<file path="src/rtl/wsfd_pkg.sv">
// wsfd_pkg: shared types and constants for the WebSocket frame deframer.
// Holds the parse phase encoding, length codes and the result record.
// No dependencies.
package wsfd_pkg;

	// Parse phase of the byte-serial header/payload walker
	typedef enum logic [2:0] {
		PH_HDR0 = 3'd0,
		PH_HDR1 = 3'd1,
		PH_EXT  = 3'd2,
		PH_KEY  = 3'd3,
		PH_PAY  = 3'd4
	} phase_t;

	// 7-bit length codes that announce an extended length field
	localparam logic [6:0] LEN_CODE_EXT16 = 7'd126;
	localparam logic [6:0] LEN_CODE_EXT64 = 7'd127;

	// Byte counts of the extended length and masking key fields
	localparam logic [3:0] EXT16_BYTES = 4'd2;
	localparam logic [3:0] EXT64_BYTES = 4'd8;
	localparam logic [3:0] KEY_BYTES   = 4'd4;

	// One output beat
	typedef struct packed {
		logic [7:0] payload_byte;
		logic       has_byte;
		logic [3:0] frame_opcode;
		logic       final_fragment;
		logic       last_of_frame;
	} result_t;

endpackage

</file>
<file path="src/rtl/websocket_frame_deframer_top.sv">
// websocket_frame_deframer_top: byte-serial RFC 6455 frame parser.
// Depends on wsfd_pkg (phase type, length codes, result record).
//
//  channel | signals                                   | dir | beat
//  --------+-------------------------------------------+-----+--------------------------
//  in      | in_valid, in_ready, data_byte             | in  | one received stream byte
//  out     | out_valid, out_ready, payload_byte,       | out | one unmasked payload byte
//          | has_byte, frame_opcode, final_fragment,   |     | or an empty-frame marker
//          | last_of_frame                             |     |
//
// One input beat is taken per cycle while in_ready is high; its result, if any, is
// registered. Of the header bytes, only an empty frame's last gives an output beat.
// A two-entry output buffer (output register plus skid register) lets input run
// while a result waits; in_ready drops only when both entries are full.
// arst_n clears the parse phase, held header fields, counters and valid flags.
module websocket_frame_deframer_top
	import wsfd_pkg::*;
#(
	parameter int LENGTH_BITS = 32
) (
	input  logic       clk,
	input  logic       arst_n,
	input  logic       in_valid,
	output logic       in_ready,
	input  logic [7:0] data_byte,
	output logic       out_valid,
	input  logic       out_ready,
	output logic [7:0] payload_byte,
	output logic       has_byte,
	output logic [3:0] frame_opcode,
	output logic       final_fragment,
	output logic       last_of_frame
);

	// Parser state
	phase_t                   phase_q, phase_n;
	logic [3:0]               opcode_q, opcode_n;
	logic                     fin_q, fin_n;
	logic                     mflag_q, mflag_n;
	logic [3:0]               ext_left_q, ext_left_n;
	logic [LENGTH_BITS-1:0]   len_acc_q, len_acc_n;
	logic [31:0]              mkey_q, mkey_n;
	logic [1:0]               mpos_q, mpos_n;
	logic [LENGTH_BITS-1:0]   remain_q, remain_n;

	// Output buffer
	result_t                  out_q, skid_q, res;
	logic                     out_valid_q, skid_valid_q;
	logic                     res_valid;

	// Shared decode
	logic                     in_fire, out_take;
	logic [6:0]               len_code;
	logic                     code_ext16, code_ext64, code_ext;
	logic                     ext_done;
	logic [3:0]               ext_dec;
	logic [LENGTH_BITS-1:0]   acc_shift, remain_dec, start_len;
	logic [7:0]               key_byte;

	assign in_fire    = in_valid & in_ready;
	assign out_take   = out_valid_q & out_ready;
	assign in_ready   = ~skid_valid_q;

	assign len_code   = data_byte[6:0];
	assign code_ext16 = (len_code == LEN_CODE_EXT16);
	assign code_ext64 = (len_code == LEN_CODE_EXT64);
	assign code_ext   = code_ext16 | code_ext64;
	assign ext_dec    = ext_left_q - 4'd1;
	assign ext_done   = (ext_dec == 4'd0);
	assign acc_shift  = {len_acc_q[LENGTH_BITS-9:0], data_byte};
	assign remain_dec = remain_q - LENGTH_BITS'(1);

	// Length that starts the payload, by phase that completes the header
	always_comb begin
		unique case (phase_q)
			PH_HDR1: start_len = LENGTH_BITS'(len_code);
			PH_EXT:  start_len = acc_shift;
			default: start_len = len_acc_q;
		endcase
	end

	// Key byte for the current payload position, most significant first
	always_comb begin
		unique case (mpos_q)
			2'd0: key_byte = mkey_q[31:24];
			2'd1: key_byte = mkey_q[23:16];
			2'd2: key_byte = mkey_q[15:8];
			2'd3: key_byte = mkey_q[7:0];
			default: key_byte = 8'd0;
		endcase
		if (!mflag_q) begin
			key_byte = 8'd0;
		end
	end

	// Next phase
	always_comb begin
		phase_n = phase_q;
		unique case (phase_q)
			PH_HDR1: begin
				if (code_ext) begin
					phase_n = PH_EXT;
				end else if (data_byte[7]) begin
					phase_n = PH_KEY;
				end else if (start_len == '0) begin
					phase_n = PH_HDR0;
				end else begin
					phase_n = PH_PAY;
				end
			end
			PH_EXT: begin
				if (ext_done) begin
					if (mflag_q) begin
						phase_n = PH_KEY;
					end else if (start_len == '0) begin
						phase_n = PH_HDR0;
					end else begin
						phase_n = PH_PAY;
					end
				end
			end
			PH_KEY: begin
				if (ext_done) begin
					phase_n = (start_len == '0) ? PH_HDR0 : PH_PAY;
				end
			end
			PH_PAY: begin
				if (remain_dec == '0) begin
					phase_n = PH_HDR0;
				end
			end
			default: phase_n = PH_HDR1;
		endcase
	end

	// Held fields, counters and the result beat
	always_comb begin
		opcode_n   = opcode_q;
		fin_n      = fin_q;
		mflag_n    = mflag_q;
		ext_left_n = ext_left_q;
		len_acc_n  = len_acc_q;
		mkey_n     = mkey_q;
		mpos_n     = mpos_q;
		remain_n   = remain_q;
		res_valid  = 1'b0;
		res.payload_byte   = 8'd0;
		res.has_byte       = 1'b0;
		res.frame_opcode   = opcode_q;
		res.final_fragment = fin_q;
		res.last_of_frame  = 1'b1;

		unique case (phase_q)
			PH_HDR1: begin
				mflag_n   = data_byte[7];
				len_acc_n = '0;
				if (code_ext16) begin
					ext_left_n = EXT16_BYTES;
				end else if (code_ext64) begin
					ext_left_n = EXT64_BYTES;
				end else begin
					len_acc_n = start_len;
					if (data_byte[7]) begin
						mkey_n     = 32'd0;
						ext_left_n = KEY_BYTES;
					end else begin
						mpos_n    = 2'd0;
						remain_n  = start_len;
						res_valid = (start_len == '0);
					end
				end
			end
			PH_EXT: begin
				len_acc_n  = acc_shift;
				ext_left_n = ext_dec;
				if (ext_done) begin
					if (mflag_q) begin
						mkey_n     = 32'd0;
						ext_left_n = KEY_BYTES;
					end else begin
						mpos_n    = 2'd0;
						remain_n  = start_len;
						res_valid = (start_len == '0);
					end
				end
			end
			PH_KEY: begin
				mkey_n     = {mkey_q[23:0], data_byte};
				ext_left_n = ext_dec;
				if (ext_done) begin
					mpos_n    = 2'd0;
					remain_n  = start_len;
					res_valid = (start_len == '0);
				end
			end
			PH_PAY: begin
				mpos_n             = mpos_q + 2'd1;
				remain_n           = remain_dec;
				res_valid          = 1'b1;
				res.payload_byte   = data_byte ^ key_byte;
				res.has_byte       = 1'b1;
				res.last_of_frame  = (remain_dec == '0);
			end
			default: begin
				fin_n    = data_byte[7];
				opcode_n = data_byte[3:0];
			end
		endcase
	end

	// Parser registers, advance on each accepted input beat
	always_ff @(posedge clk or negedge arst_n) begin
		if (!arst_n) begin
			phase_q    <= PH_HDR0;
			opcode_q   <= 4'd0;
			fin_q      <= 1'b0;
			mflag_q    <= 1'b0;
			ext_left_q <= 4'd0;
			len_acc_q  <= '0;
			mkey_q     <= 32'd0;
			mpos_q     <= 2'd0;
			remain_q   <= '0;
		end else if (in_fire) begin
			phase_q    <= phase_n;
			opcode_q   <= opcode_n;
			fin_q      <= fin_n;
			mflag_q    <= mflag_n;
			ext_left_q <= ext_left_n;
			len_acc_q  <= len_acc_n;
			mkey_q     <= mkey_n;
			mpos_q     <= mpos_n;
			remain_q   <= remain_n;
		end
	end

	// Output register plus skid entry
	always_ff @(posedge clk or negedge arst_n) begin
		if (!arst_n) begin
			out_valid_q  <= 1'b0;
			skid_valid_q <= 1'b0;
		end else if (skid_valid_q) begin
			if (out_take) begin
				skid_valid_q <= 1'b0;
			end
		end else if (in_fire && res_valid) begin
			if (!out_valid_q || out_take) begin
				out_valid_q <= 1'b1;
			end else begin
				skid_valid_q <= 1'b1;
			end
		end else if (out_take) begin
			out_valid_q <= 1'b0;
		end
	end

	// Buffer payload, no reset
	always_ff @(posedge clk) begin
		if (skid_valid_q) begin
			if (out_take) begin
				out_q <= skid_q;
			end
		end else if (in_fire && res_valid) begin
			if (!out_valid_q || out_take) begin
				out_q <= res;
			end else begin
				skid_q <= res;
			end
		end
	end

	assign out_valid      = out_valid_q;
	assign payload_byte   = out_q.payload_byte;
	assign has_byte       = out_q.has_byte;
	assign frame_opcode   = out_q.frame_opcode;
	assign final_fragment = out_q.final_fragment;
	assign last_of_frame  = out_q.last_of_frame;

endmodule
</file>
<file path="config.mk">
export PLATFORM = sky130hd
export DESIGN_NAME = websocket_frame_deframer_top
export DESIGN_NICKNAME = d
export VERILOG_FILES = /design/src/rtl/wsfd_pkg.sv /design/src/rtl/websocket_frame_deframer_top.sv
export SDC_FILE = /design/constraint.sdc
export NUM_CORES = 1
export LEC_CHECK = 0
export BUFFER_PORTS_ARGS = -buffer_cell sky130_fd_sc_hd__buf_2
export CORE_MARGIN = 8
export CORE_UTILIZATION = 25
export DETAILED_ROUTE_END_ITERATION = 12
export PLACE_DENSITY = 0.39
export SYNTH_ARGS = -nofsm -noshare
export SYNTH_HDL_FRONTEND = slang
export SYNTH_SLANG_ARGS = --single-unit
</file>
<file path="constraint.sdc">
create_clock -name clk -period 3.5 [get_ports clk]
set_input_delay 0.35 -clock clk [delete_from_list [all_inputs] [get_ports clk]]
set_output_delay 0.35 -clock clk [all_outputs]
set_load 0.02 [all_outputs]
</file>
==> flow_metrics.tcl <==
set metrics [dict create \
    grt_setup_unrepaired "false" \
    die_y_um 196.6 \
    std_cell_rows 66 \
    dr_wl_met2_mm 10.72 \
    netlist_area_mm2 0.008155 \
    layout_common_cells "nand2_1 (171), dfrtp_1 (112), o21ai_0 (101), a21oi_1 (47), nor2_1 (44)" \
    first_iter_violations 722 \
    postCtsSetupRepairBufs 0 \
    r2r_end "skid_q[2]" \
    synth_flop_cell "dfrtp_1" \
    cts-root-buf "clkbuf_16" \
    via_per_inst 4.980 \
    path_clk_slew_ns 0.07 \
    dieWidth_um 196.6 \
    skew_ns 0.01077 \
    dp_hpwl_mm 17.54 \
    synth_top_area_cell "dfrtp_1" \
    total_leakage_power_nw 3.550 \
    gr-total-overflow 0 \
    p_per_area_mw_per_mm2 753.9 \
    path_cells "buf_4 > inv_1 > or4_1 > a21oi_1 > o21ai_0 > nor4_1 > buf_4 > a31oi_1 > nor4b_4 > buf_12" \
    worstSetupStartpoint "phase_q[1]" \
    worst_pin_slew_ns 1.045 \
    path_class "flip-flop to flip-flop" \
    coreArea_mm2 0.03237 \
    status "completed" \
    synthArstFlopShare 0.7902 \
    dpl_cell_area_mm2 0.008910 \
    p_total_w 0.007114 \
    syn_nets 927 \
    setup_viol 0 \
    area_growth_pct 15.71 \
    nets 944 \
    crit_fanout 25 \
    ys_warn_count 0 \
    cp_common_cell "buf_4" \
    drtPass1Iterations 6 \
    max_slew_margin 0.3009 \
    fin_crit_sh 0.9400 \
    reg2reg_depth 10 \
    post_drt_wl_per_cell_um 18.43 \
    ios 29 \
    final_common_cell "nand2_1" \
    netlist_instances 907 \
    worstSetupStartpointType "flip-flop" \
    grt_max_degree 114 \
    portBuffers 28 \
    gp_congestion 0.8275 \
    htreeDepth 4 \
    wl_mm 25.42 \
    synth_edf_count 30 \
    synth_cell_types 78 \
    reg2reg_setup_slack_ns 0.21 \
    fmax_mhz 303.9 \
    ant_nets 0 \
    hold_buffers 0 \
    numCtsBuffers 17 \
    finalCriticalPeriod_ns 3.290 \
    vias 6867 \
    ir_worst_vdd_mv 0.3041 \
    cts_buffer_depth 2 \
    maxSlewViolCount 0 \
    route.detailed.drc 0 \
    tns_ns 0 \
    cp-end-kind "flip-flop" \
    drive_gt1_frac 0.1558 \
    crit_arrival_ns 3.43 \
    maxCapViolCount 0 \
    slowest_stage "or4_1" \
    netlist.area_leader.share 0.3467 \
    highest_layer "met4" \
    antenna_found_initial 0 \
    hp-class "primary input to asynchronous set/reset pin" \
    ys_ff_latch 143 \
    wl_met3_mm 1.264 \
    crit_required_ns 3.64 \
    max_stage_delay_ns 0.53 \
    dieArea_mm2 0.03866 \
    syn_area_per_cell_um2 8.992 \
    start_util 0.2519 \
    m1WireLength_mm 13.13 \
    cts_tree "built" \
    first_global_vias 6513 \
    cts_sinks 143 \
    diodes 0 \
    grt_pass1_wl_mm 40.23 \
    timing.rr.start "phase_q[1]" \
    hold_violations 0 \
    seq_area_frac_synth 0.4572 \
    clock_latency_ns 0.43 \
    design_area_mm2 0.009437 \
    synth_area_leaders "dfrtp_1 (35%), edfxtp_1 (11%), nand2_1 (7.9%)" \
    grt_usage 0.1346 \
    fin_util 0.2915 \
]
-- area by class of cell --
type | count | area [um^2]
fill | 3481 | 22930
multi-input combinational | 673 | 4076
sequential | 143 | 3730
tap | 442 | 553.0
timing repair buffer | 66 | 465.4
clock buffer | 20 | 436.7
clock inverter | 12 | 88.84
inverter | 23 | 86.33
-- layer usage --
layer,global-route usage,vias up
met1,0.1998,3328
li1,-,3373
met5,0,-
met2,0.1894,147
met4,0.03901,0
met3,0.03224,19
-- power breakdown --
| group | switching (W) | total (W) | internal, W |
|---|---|---|---|
| Combinational | 0.00175 | 0.00283 | 0.00108 |
| Sequential | 0.000531 | 0.00262 | 0.00209 |
| Clock | 0.000753 | 0.00166 | 0.000909 |
-- cell families after synthesis --
kind of cell / synth area share
AND/OR/NAND/NOR: 0.2056
flip-flops: 0.4572
AO/OA/AOI/OAI: 0.2335
adder cells (fa/ha/maj): 0.01227
multiplexers: 0.02854
XOR/XNOR: 0.01611
buffers and inverters: 0.04679
-- sequential cells by signal (all words and copies together) (netlist names) --
signal	count
len_acc_q	32
mkey_q	32
remain_q	32
skid_q	15
payload_byte	8
ext_left_q	4
frame_opcode	4
opcode_q	4
phase_q	3
mpos_q	2
fin_q	1
final_fragment	1
has_byte	1
last_of_frame	1
mflag_q	1
out_valid	1
skid_valid_q	1
-- what timing repair did --
| item | in CTS | in global routing |
|---|---|---|
| setup endpoints to repair | 0 | 30 |
| endpoints found under the hold margin | 0 | 0 |
| resized for setup | 0 | 1 |
-- through the flow --
step	worst slack, ns	hold slack (ns)	instances
final	0.2099	0.005983	1379
after CTS	0.1124	0.02753	1379
after floorplan	0.09241	0.05441	907
after global placement	0.1554	0.4540	1347
after detailed placement	0.1356	0.4701	1347
after global routing	0.02445	0.04418	1379
-- synthesized netlist by cell type, types with 9 or more instances --
cell type	instances
a21oi_1	47
a22o_1	24
a22oi_1	14
a31oi_1	9
buf_1	9
buf_2	11
clkbuf_1	44
dfrtp_1	113
edfxtp_1	30
inv_1	22
mux2_2	14
nand2_1	171
nand3_1	20
nand4_1	10
nor2_1	45
nor3_1	21
nor4_1	10
o21ai_0	101
o22ai_1	10
o31ai_1	17
xor2_1	10
-- worst max-delay path: cells and delay by family (launching register included) --
kind	cells	cell delay [ns]
AOI/OAI and AO/OA	3	0.43
buffers and inverters	4	0.82
DFF	1	0.50
and+or+nand+nor	3	1.25
-- worst max path at each step --
stage            endpoint  slack [ns]  cells past startpoint
2_1_floorplan   skid_q[0]        0.09                      8
3_3_place_gp   skid_q[13]        0.16                     10
3_5_place_dp   skid_q[13]        0.14                     10
4_1_cts         skid_q[2]        0.11                     10
5_1_grt         skid_q[2]        0.02                     10
6_report        skid_q[2]        0.21                     10
Note: power is estimated with default switching activity, not from simulation.
